`src/hdl/pdis_pkg.sv`:
```
// ----------------------------------------------------------------------------
// pdis_pkg
// Shared types and constants for the positional PID step with dead zone,
// error cutoff and integral separation.
// ----------------------------------------------------------------------------
package pdis_pkg;

   // csr address and data widths
   localparam int CsrAddrWidth = 5;
   localparam int CsrDataWidth = 32;

   // field widths
   localparam int ValueWidth  = 16;   // measured, setpoint, drive
   localparam int ErrWidth    = 17;   // setpoint - measured
   localparam int GainWidth   = 16;   // Q8.8 gains
   localparam int LimitWidth  = 15;   // clamp magnitudes in output units
   localparam int MagWidth    = 16;   // cutoff, dead zone, separation
   localparam int IntegWidth  = 24;   // integrator, Q.8
   localparam int FracBits    = 8;

   // register reset values
   localparam logic [LimitWidth-1:0] IntegralLimitReset = 15'd32767;
   localparam logic [LimitWidth-1:0] OutputLimitReset   = 15'd32767;
   localparam logic [MagWidth-1:0]   ErrorCutoffReset   = 16'd0;
   localparam logic [MagWidth-1:0]   DeadZoneReset      = 16'd5;
   localparam logic [MagWidth-1:0]   SeparationReset    = 16'd1000;

   // register indexes (byte address / 4)
   typedef enum logic [2:0] {
      REG_GAIN_P         = 3'd0,
      REG_GAIN_I         = 3'd1,
      REG_GAIN_D         = 3'd2,
      REG_INTEGRAL_LIMIT = 3'd3,
      REG_OUTPUT_LIMIT   = 3'd4,
      REG_ERROR_CUTOFF   = 3'd5,
      REG_DEAD_ZONE      = 3'd6,
      REG_SEPARATION     = 3'd7
   } csr_index_type;

   // result status codes
   typedef enum logic [1:0] {
      STATUS_COMPUTED  = 2'd0,
      STATUS_DEAD_ZONE = 2'd1,
      STATUS_CUTOFF    = 2'd2
   } status_type;

endpackage

```
`src/hdl/pid_deadband_integral_separation.sv`:
```
// ----------------------------------------------------------------------------
// pid_deadband_integral_separation
// Positional PID step in fixed point with error cutoff, dead zone, integral
// separation and clamped integrator and drive.
// ----------------------------------------------------------------------------
//
//   channel   direction  beat contents
//   req_*     in         tdata: measured [15:0], setpoint [31:16]
//   rsp_*     out        tdata: drive [15:0]; tuser: status [1:0]
//   csr_*     in         8 registers at byte addresses 0x00 .. 0x1c
//
// One beat per cycle sustained while rsp_tready stays high. A request beat
// is registered as its error, the PID step then runs on it against the
// integrator and previous error registers, and the result lands in the
// output register. State is updated as each beat leaves the error stage, so
// beats that follow back to back see it at once. A stalled rsp side holds
// one result in the output register and one in the error stage before
// req_tready drops. Reset is synchronous; it clears the state and restores
// the register defaults.
//
module pid_deadband_integral_separation (
   input  logic        clock,
   input  logic        reset,
   // request stream
   input  logic        req_tvalid,
   output logic        req_tready,
   input  logic [31:0] req_tdata,   // measured [15:0], setpoint [31:16]
   // result stream
   output logic        rsp_tvalid,
   input  logic        rsp_tready,
   output logic [15:0] rsp_tdata,   // drive [15:0]
   output logic [1:0]  rsp_tuser,   // status [1:0]
   // register port
   input  logic                               csr_psel,
   input  logic                               csr_penable,
   input  logic                               csr_pwrite,
   input  logic [pdis_pkg::CsrAddrWidth-1:0]  csr_paddr,
   input  logic [pdis_pkg::CsrDataWidth-1:0]  csr_pwdata,
   output logic [pdis_pkg::CsrDataWidth-1:0]  csr_prdata,
   output logic                               csr_pready
);

   // ------------------------------------------------------------------
   // configuration registers
   // ------------------------------------------------------------------
   logic signed [pdis_pkg::GainWidth-1:0]  gain_p_ff, gain_i_ff, gain_d_ff;
   logic [pdis_pkg::LimitWidth-1:0]        integral_limit_ff, output_limit_ff;
   logic [pdis_pkg::MagWidth-1:0]          error_cutoff_ff, dead_zone_ff;
   logic [pdis_pkg::MagWidth-1:0]          separation_ff;
   logic                                   csr_write;
   pdis_pkg::csr_index_type                csr_index;

   assign csr_pready = 1'b1;
   assign csr_write  = csr_psel & csr_penable & csr_pwrite & csr_pready;
   assign csr_index  = pdis_pkg::csr_index_type'(csr_paddr[4:2]);

   // register write
   always_ff @(posedge clock) begin
      if (reset) begin
         gain_p_ff         <= '0;
         gain_i_ff         <= '0;
         gain_d_ff         <= '0;
         integral_limit_ff <= pdis_pkg::IntegralLimitReset;
         output_limit_ff   <= pdis_pkg::OutputLimitReset;
         error_cutoff_ff   <= pdis_pkg::ErrorCutoffReset;
         dead_zone_ff      <= pdis_pkg::DeadZoneReset;
         separation_ff     <= pdis_pkg::SeparationReset;
      end else if (csr_write) begin
         unique case (csr_index)
            pdis_pkg::REG_GAIN_P:         gain_p_ff <= $signed(csr_pwdata[15:0]);
            pdis_pkg::REG_GAIN_I:         gain_i_ff <= $signed(csr_pwdata[15:0]);
            pdis_pkg::REG_GAIN_D:         gain_d_ff <= $signed(csr_pwdata[15:0]);
            pdis_pkg::REG_INTEGRAL_LIMIT: integral_limit_ff <= csr_pwdata[14:0];
            pdis_pkg::REG_OUTPUT_LIMIT:   output_limit_ff <= csr_pwdata[14:0];
            pdis_pkg::REG_ERROR_CUTOFF:   error_cutoff_ff <= csr_pwdata[15:0];
            pdis_pkg::REG_DEAD_ZONE:      dead_zone_ff <= csr_pwdata[15:0];
            pdis_pkg::REG_SEPARATION:     separation_ff <= csr_pwdata[15:0];
            default: ;
         endcase
      end
   end

   // register readback
   always_comb begin
      unique case (csr_index)
         pdis_pkg::REG_GAIN_P:         csr_prdata = {16'd0, gain_p_ff};
         pdis_pkg::REG_GAIN_I:         csr_prdata = {16'd0, gain_i_ff};
         pdis_pkg::REG_GAIN_D:         csr_prdata = {16'd0, gain_d_ff};
         pdis_pkg::REG_INTEGRAL_LIMIT: csr_prdata = {17'd0, integral_limit_ff};
         pdis_pkg::REG_OUTPUT_LIMIT:   csr_prdata = {17'd0, output_limit_ff};
         pdis_pkg::REG_ERROR_CUTOFF:   csr_prdata = {16'd0, error_cutoff_ff};
         pdis_pkg::REG_DEAD_ZONE:      csr_prdata = {16'd0, dead_zone_ff};
         pdis_pkg::REG_SEPARATION:     csr_prdata = {16'd0, separation_ff};
         default:                      csr_prdata = '0;
      endcase
   end

   // ------------------------------------------------------------------
   // beat flow control
   // ------------------------------------------------------------------
   logic err_valid_ff, err_valid_in;
   logic rsp_valid_ff, rsp_valid_in;
   logic req_fire, step_go;

   assign step_go    = err_valid_ff & (~rsp_valid_ff | rsp_tready);
   assign req_tready = ~err_valid_ff | step_go;
   assign req_fire   = req_tvalid & req_tready;
   assign rsp_tvalid = rsp_valid_ff;

   always_comb begin
      err_valid_in = err_valid_ff;
      if (req_fire)     err_valid_in = 1'b1;
      else if (step_go) err_valid_in = 1'b0;
      rsp_valid_in = rsp_valid_ff;
      if (step_go)         rsp_valid_in = 1'b1;
      else if (rsp_tready) rsp_valid_in = 1'b0;
   end

   always_ff @(posedge clock) begin
      if (reset) begin
         err_valid_ff <= 1'b0;
         rsp_valid_ff <= 1'b0;
      end else begin
         err_valid_ff <= err_valid_in;
         rsp_valid_ff <= rsp_valid_in;
      end
   end

   // ------------------------------------------------------------------
   // error stage: register setpoint - measured and its magnitude
   // ------------------------------------------------------------------
   logic signed [pdis_pkg::ErrWidth-1:0] err_in, err_ff;
   logic [pdis_pkg::ErrWidth-1:0]        mag_in, mag_ff;
   logic signed [pdis_pkg::ValueWidth-1:0] req_measured, req_setpoint;

   assign req_measured = $signed(req_tdata[15:0]);
   assign req_setpoint = $signed(req_tdata[31:16]);
   assign err_in = $signed({req_setpoint[15], req_setpoint})
                 - $signed({req_measured[15], req_measured});
   assign mag_in = err_in[16] ? 17'(-err_in) : 17'(err_in);

   always_ff @(posedge clock) begin
      if (req_fire) begin
         err_ff <= err_in;
         mag_ff <= mag_in;
      end
   end

   // ------------------------------------------------------------------
   // PID step
   // ------------------------------------------------------------------
   logic signed [pdis_pkg::ErrWidth-1:0]   prev_err_ff, prev_err_in;
   logic signed [pdis_pkg::IntegWidth-1:0] integ_ff, integ_in, integ_clamped;
   logic signed [17:0]  err_diff;
   logic signed [32:0]  p_term, i_incr;
   logic signed [33:0]  d_term, integ_acc, ilim_pos, ilim_neg;
   logic signed [34:0]  pid_sum, olim_pos, olim_neg, sum_clamped;
   logic                hit_cutoff, hit_dead_zone, integrate;
   pdis_pkg::status_type step_status;
   logic signed [pdis_pkg::ValueWidth-1:0] step_drive;

   // case decisions
   assign hit_cutoff    = (error_cutoff_ff != '0) & (mag_ff > {1'b0, error_cutoff_ff});
   assign hit_dead_zone = (mag_ff <= {1'b0, dead_zone_ff});
   assign integrate     = (mag_ff <= {1'b0, separation_ff});

   // the three products, in parallel
   assign err_diff = $signed({err_ff[16], err_ff}) - $signed({prev_err_ff[16], prev_err_ff});
   assign p_term   = gain_p_ff * err_ff;
   assign i_incr   = gain_i_ff * err_ff;
   assign d_term   = gain_d_ff * err_diff;

   // integrator update and clamp
   assign ilim_pos  = $signed({11'd0, integral_limit_ff, 8'd0});
   assign ilim_neg  = -ilim_pos;
   assign integ_acc = $signed({{10{integ_ff[23]}}, integ_ff})
                    + (integrate ? $signed({i_incr[32], i_incr}) : 34'sd0);

   always_comb begin
      priority if (integ_acc > ilim_pos) integ_clamped = ilim_pos[23:0];
      else if (integ_acc < ilim_neg)     integ_clamped = ilim_neg[23:0];
      else                               integ_clamped = integ_acc[23:0];
   end

   // output sum, clamp and floor to integer
   assign olim_pos = $signed({12'd0, output_limit_ff, 8'd0});
   assign olim_neg = -olim_pos;
   assign pid_sum  = $signed({{2{p_term[32]}}, p_term})
                   + $signed({{11{integ_clamped[23]}}, integ_clamped})
                   + $signed({d_term[33], d_term});

   always_comb begin
      priority if (pid_sum > olim_pos) sum_clamped = olim_pos;
      else if (pid_sum < olim_neg)     sum_clamped = olim_neg;
      else                             sum_clamped = pid_sum;
   end

   // case selection for result and state
   always_comb begin
      integ_in    = integ_ff;
      prev_err_in = prev_err_ff;
      priority if (hit_cutoff) begin
         step_status = pdis_pkg::STATUS_CUTOFF;
         step_drive  = '0;
      end else if (hit_dead_zone) begin
         step_status = pdis_pkg::STATUS_DEAD_ZONE;
         step_drive  = '0;
         prev_err_in = err_ff;
      end else begin
         step_status = pdis_pkg::STATUS_COMPUTED;
         step_drive  = sum_clamped[23:8];
         prev_err_in = err_ff;
         integ_in    = integ_clamped;
      end
   end

   // controller state
   always_ff @(posedge clock) begin
      if (reset) begin
         integ_ff    <= '0;
         prev_err_ff <= '0;
      end else if (step_go) begin
         integ_ff    <= integ_in;
         prev_err_ff <= prev_err_in;
      end
   end

   // ------------------------------------------------------------------
   // result register
   // ------------------------------------------------------------------
   logic [pdis_pkg::ValueWidth-1:0] rsp_drive_ff;
   pdis_pkg::status_type            rsp_status_ff;

   always_ff @(posedge clock) begin
      if (step_go) begin
         rsp_drive_ff  <= step_drive;
         rsp_status_ff <= step_status;
      end
   end

   assign rsp_tdata = rsp_drive_ff;
   assign rsp_tuser = rsp_status_ff;

   // ------------------------------------------------------------------
   // assertions
   // ------------------------------------------------------------------
   // both stages full and rsp stalled: no new beat may enter
   assert property (@(posedge clock) disable iff (reset)
      (err_valid_ff && rsp_valid_ff && !rsp_tready) |-> !req_tready)
      else $error("request taken while both stages are full");

   // drive is zero unless the step was computed
   assert property (@(posedge clock) disable iff (reset)
      (rsp_valid_ff && rsp_status_ff != pdis_pkg::STATUS_COMPUTED) |-> (rsp_drive_ff == '0))
      else $error("nonzero drive on dead zone or cutoff result");

   // a cutoff step leaves the controller state alone
   assert property (@(posedge clock) disable iff (reset)
      (step_go && hit_cutoff) |=> ($stable(integ_ff) && $stable(prev_err_ff)))
      else $error("state changed on cutoff step");

   // integrator stays within the limit it was clamped to
   assert property (@(posedge clock) disable iff (reset)
      (step_go && !hit_cutoff && !hit_dead_zone) |=>
         ($signed({{10{integ_ff[23]}}, integ_ff}) <= $past(ilim_pos) &&
          $signed({{10{integ_ff[23]}}, integ_ff}) >= $past(ilim_neg)))
      else $error("integrator outside its clamp");

endmodule
```
`config.mk`:
```
export PLATFORM = sky130hd
export DESIGN_NAME = pid_deadband_integral_separation
export DESIGN_NICKNAME = d
export VERILOG_FILES = /design/src/hdl/pdis_pkg.sv /design/src/hdl/pid_deadband_integral_separation.sv
export SDC_FILE = /design/constraint.sdc
export NUM_CORES = 2
export LEC_CHECK = 0
export BUFFER_PORTS_ARGS = -buffer_cell sky130_fd_sc_hd__buf_2
export CORE_UTILIZATION = 65
export CTS_BUF_LIST = sky130_fd_sc_hd__clkbuf_8
export DETAILED_ROUTE_END_ITERATION = 8
export GPL_TIMING_DRIVEN = 0
export PLACE_DENSITY = 0.89
export SLEW_MARGIN = 20
export SYNTH_ARGS = -nofsm -noshare
export SYNTH_HDL_FRONTEND = slang
export SYNTH_SLANG_ARGS = --single-unit
```
`constraint.sdc`:
```
create_clock -name clock -period 24.8 [get_ports clock]
set_clock_uncertainty 0.1 [all_clocks]
set_input_delay 0 -clock clock [delete_from_list [all_inputs] [get_ports clock]]
set_output_delay 0 -clock clock [all_outputs]
set_load 0.01 [all_outputs]
```
==> impl_results.md <==
- Detailed-route via count: 42500
- Util after Layout: 0.694
- Buffer count from post-CTS setup fixing: 0
- Sequential-to-total area share from yosys stat: 0.0987
- Clock root buffer master: sky130_fd_sc_hd__clkbuf_8
- Launch instance of the worst min-delay path: req_tdata[30]
- DRC violation count after routing: 0
- Total clock buffers created by CTS: 35
- Prevailing post-synth register cell: sky130_fd_sc_hd__dfxtp_1
- GR Overflow Total: 0
- Post-synthesis area per instance: 8.67 µm²
- Max transition margin: 0.209
- Synthesized-area fraction occupied by xor and xnor cells: 0.0266
- Most repeated library cell on the critical path: sky130_fd_sc_hd__fa_1
- Die area: 77700 µm²
- Largest voltage drop on the vdd net: approximately 0.057 mV
- Worst setup path category: flop to flop
- Count of flip-flops with a built-in enable after synthesis: 51
- Layout cells sized above 1: 0.0423
- First-pass GRT wire length: 254000 µm
- TritonCTS clock tree: done
- Per-cell via count in the routed design: 6.14
- Total negative setup slack: 0 ps
- Adder and majority cell fraction of the synthesized area: 0.483
- Clk Latency, worst-skew pair: roughly 590 ps
- Number of non-filler instances in the completed layout: 6916
- Post-synthesis instance area: between 40000 and 50000 µm²
- Worst setup path start: gain_i_ff[1]
- Die width: ~280 µm
- Core outline area: about 76000 µm²
- Final setup violating endpoints: 0
- Warnings, synthesis: 0
- Initial core utilization: 0.657
- Number of instances in the synthesized netlist: 5740
- Critical path fanouts, max: 10
- Fin. Hold Viols: 0
- Clock edge transition at the registers on the reported setup and hold paths: 70 ps
- Area fraction of the dominant cell type after synthesis: 0.378
- Seq cells post-synth: 220
- Transition time at the pin with the least slew margin: 1190 ps
- Max-cap violation count: 0
- # placed instances: a little under 7000
- Largest family of logic cells by synthesized area: adder cells
- H-tree depth: 2
- Initial antenna violation count: 7
- R2R Path Start: gain_i_ff[1]
- Residual antenna-violating net count after detailed routing: 0
- Simple-gate portion of the synthesized area: 0.163
- Async set or reset register ratio after synthesis: 0
- CP arrival: about 23000 ps
- Last weighted congestion value of the routability-driven placer: 1.04
- Lkg Pwr: between 20 and 25 nW
- Half-perimeter wire length of the detailed placement result: 136000 µm
- Final Total Pwr: about 0.0017 W
- Crit path max-delay cell type: sky130_fd_sc_hd__o311ai_2
- All-Layer GR Usage: 0.434
- Multiplexer share of the synthesized area: 0.0145
- Iteration-0 DRC count of the detailed router: just over 5000
- Fmax: 43.9 MHz
- Sum of routed wire length over all layers: 165000 µm
- Cell taking the most area after synthesis: sky130_fd_sc_hd__fa_1
- Startpoint class of the critical path: flop
- Most common cell in the synthesized netlist: sky130_fd_sc_hd__inv_1
- Required time at the worst-slack endpoint: 25000 ps
- Largest net degree at the start of global routing: 34
- Cell Rows: 101
- Distinct cells, synth: 103
- Placed cell areas: about 51000 µm²
- Worst min path class: input port to flop
- Crit. End Element: flop
- I/O pins: 129
- Max incr delay on CP: slightly below 1000 ps
- Number of nets in the layout: 7338
- Final Cell Area: 52600 µm²
- Initial DRT Pass Iterations: 8
- DIE HEIGHT: around 280 µm
- Total of buffers placed on input and output ports: 76
- Cell types with the largest area share after synthesis: sky130_fd_sc_hd__fa_1 38%, sky130_fd_sc_hd__ha_1 11%, sky130_fd_sc_hd__inv_1 8.8%
- Worst reg2reg setup slack: between 2000 and 2500 ps
- Max clock buf depth: 3
- Outcome: complete, no violations
- Post-synthesis compound-gate area fraction: 0.102
- Cell types with the highest counts after synthesis: 1170 x sky130_fd_sc_hd__inv_1, 939 x sky130_fd_sc_hd__fa_1, 811 x sky130_fd_sc_hd__nand2_1
- Setup repair after global routing missed its margin: false
- Number of global-route vias before repair: 43700
- Shortest period the worst path allows: 22760 ps
- Pwr/cell area: 32.9 nW/µm²
- Synthesis-to-layout area growth: 5.72%
- Clk sinks: 220
- Portion of the clock cycle consumed by the worst path in the final layout: 0.918
- Routed WL per cell: 23.8 µm
- Count of pins over their slew limit: 0
[metrics by stage]
step | hold slack, ps | setup slack (ps)
floorplan | 17.4 | 6780
finish | 24.8 | 2040
global placement | 120 | 3060
detailed placement | 127 | 2830
CTS | 5.43 | 2820
global route | 15.7 | 1390
[routing by layer]
layer,wire [µm],vias to the layer above,GRT usage
met3,22300,759,0.124
met1,58600,20700,0.552
met5,20,-,0
li1,-,18100,-
met2,69800,2893,0.649
met4,13900,4,0.287
[sequential cells by signal, summed over array words and instances, names as in the netlist, 2 cells and up]
name,flops
err_ff,17
prev_err_ff,17
mag_ff,16
rsp_tdata,16
integral_limit_ff,15
gain_i_ff,16
gain_p_ff,16
gain_d_ff,16
output_limit_ff,15
dead_zone_ff,16
error_cutoff_ff,16
rsp_tuser,2
separation_ff,16
integ_ff,24
[path summary, 6_finish.rpt]
kind                      end  depth (start not counted)
max             rsp_tdata[13]                         72
min                err_ff[15]                          3
max reg2reg     rsp_tdata[13]                         72
min reg2reg  dead_zone_ff[15]                          2
[report_power, final]
| group | internal (W) | switching (W) | total, W |
|---|---|---|---|
| Combinational | 0.000307 | 0.000624 | 0.000931 |
| Sequential | 0.000398 | 0.0000379 | 0.000436 |
| Clock | 0.000198 | 0.000168 | 0.000366 |
[area by class of cell]
| class | instances | area (µm²) |
|---|---|---|
| fillers | 5927 | 23200 |
| clock inverters | 22 | 214 |
| repair buffers | 111 | 741 |
| clock buffers | 42 | 578 |
| multi-input cells | 4076 | 39300 |
| diodes | 8 | 20.0 |
| plain buffers | 285 | 1210 |
| inverters | 1174 | 4410 |
| well taps | 978 | 1220 |
| flip-flops and latches | 220 | 4910 |
[kinds of logic after synthesis]
family / count (synthesis)
AND/OR/NAND/NOR: 1704
buffers and inverters: 1459
adder cells (fa/ha/maj): 1359
AO/OA/AOI/OAI: 794
flip-flops: 220
XOR/XNOR: 151
multiplexers: 51
other: 2
[critical path: cells and delay by family, from the launching register on]
| family | cells | cell delay, ps |
|---|---|---|
| simple gates | 13 | 2870 |
| xor+xnor | 2 | 710 |
| fa+ha+maj | 19 | 8690 |
| flops | 1 | 310 |
| buf+inv | 14 | 2440 |
| compound gates | 24 | 7280 |
[cell usage in the layout (no fill, tap or decap), types with 51 or more instances in the layout]
| master | n |
|---|---|
| sky130_fd_sc_hd__fa_1 | 939 |
| sky130_fd_sc_hd__nor3_1 | 60 |
| sky130_fd_sc_hd__edfxtp_1 | 51 |
| sky130_fd_sc_hd__o211ai_1 | 57 |
| sky130_fd_sc_hd__nand2b_1 | 53 |
| sky130_fd_sc_hd__and2_1 | 288 |
| sky130_fd_sc_hd__inv_1 | 1182 |
| sky130_fd_sc_hd__o21ai_0 | 130 |
| sky130_fd_sc_hd__nor2b_1 | 65 |
| sky130_fd_sc_hd__dfxtp_1 | 169 |
| sky130_fd_sc_hd__nor2_1 | 218 |
| sky130_fd_sc_hd__buf_2 | 88 |
| sky130_fd_sc_hd__a21o_1 | 53 |
| sky130_fd_sc_hd__xnor2_1 | 106 |
| sky130_fd_sc_hd__ha_1 | 420 |
| sky130_fd_sc_hd__clkbuf_1 | 222 |
| sky130_fd_sc_hd__a21oi_1 | 290 |
| sky130_fd_sc_hd__nand2_1 | 811 |
[timing repair]
item	4_1_cts	5_1_grt
hold buffers	34	0
resized for setup	0	0
endpoints found under the hold margin	170	0
(Power assumes the default switching activity.)
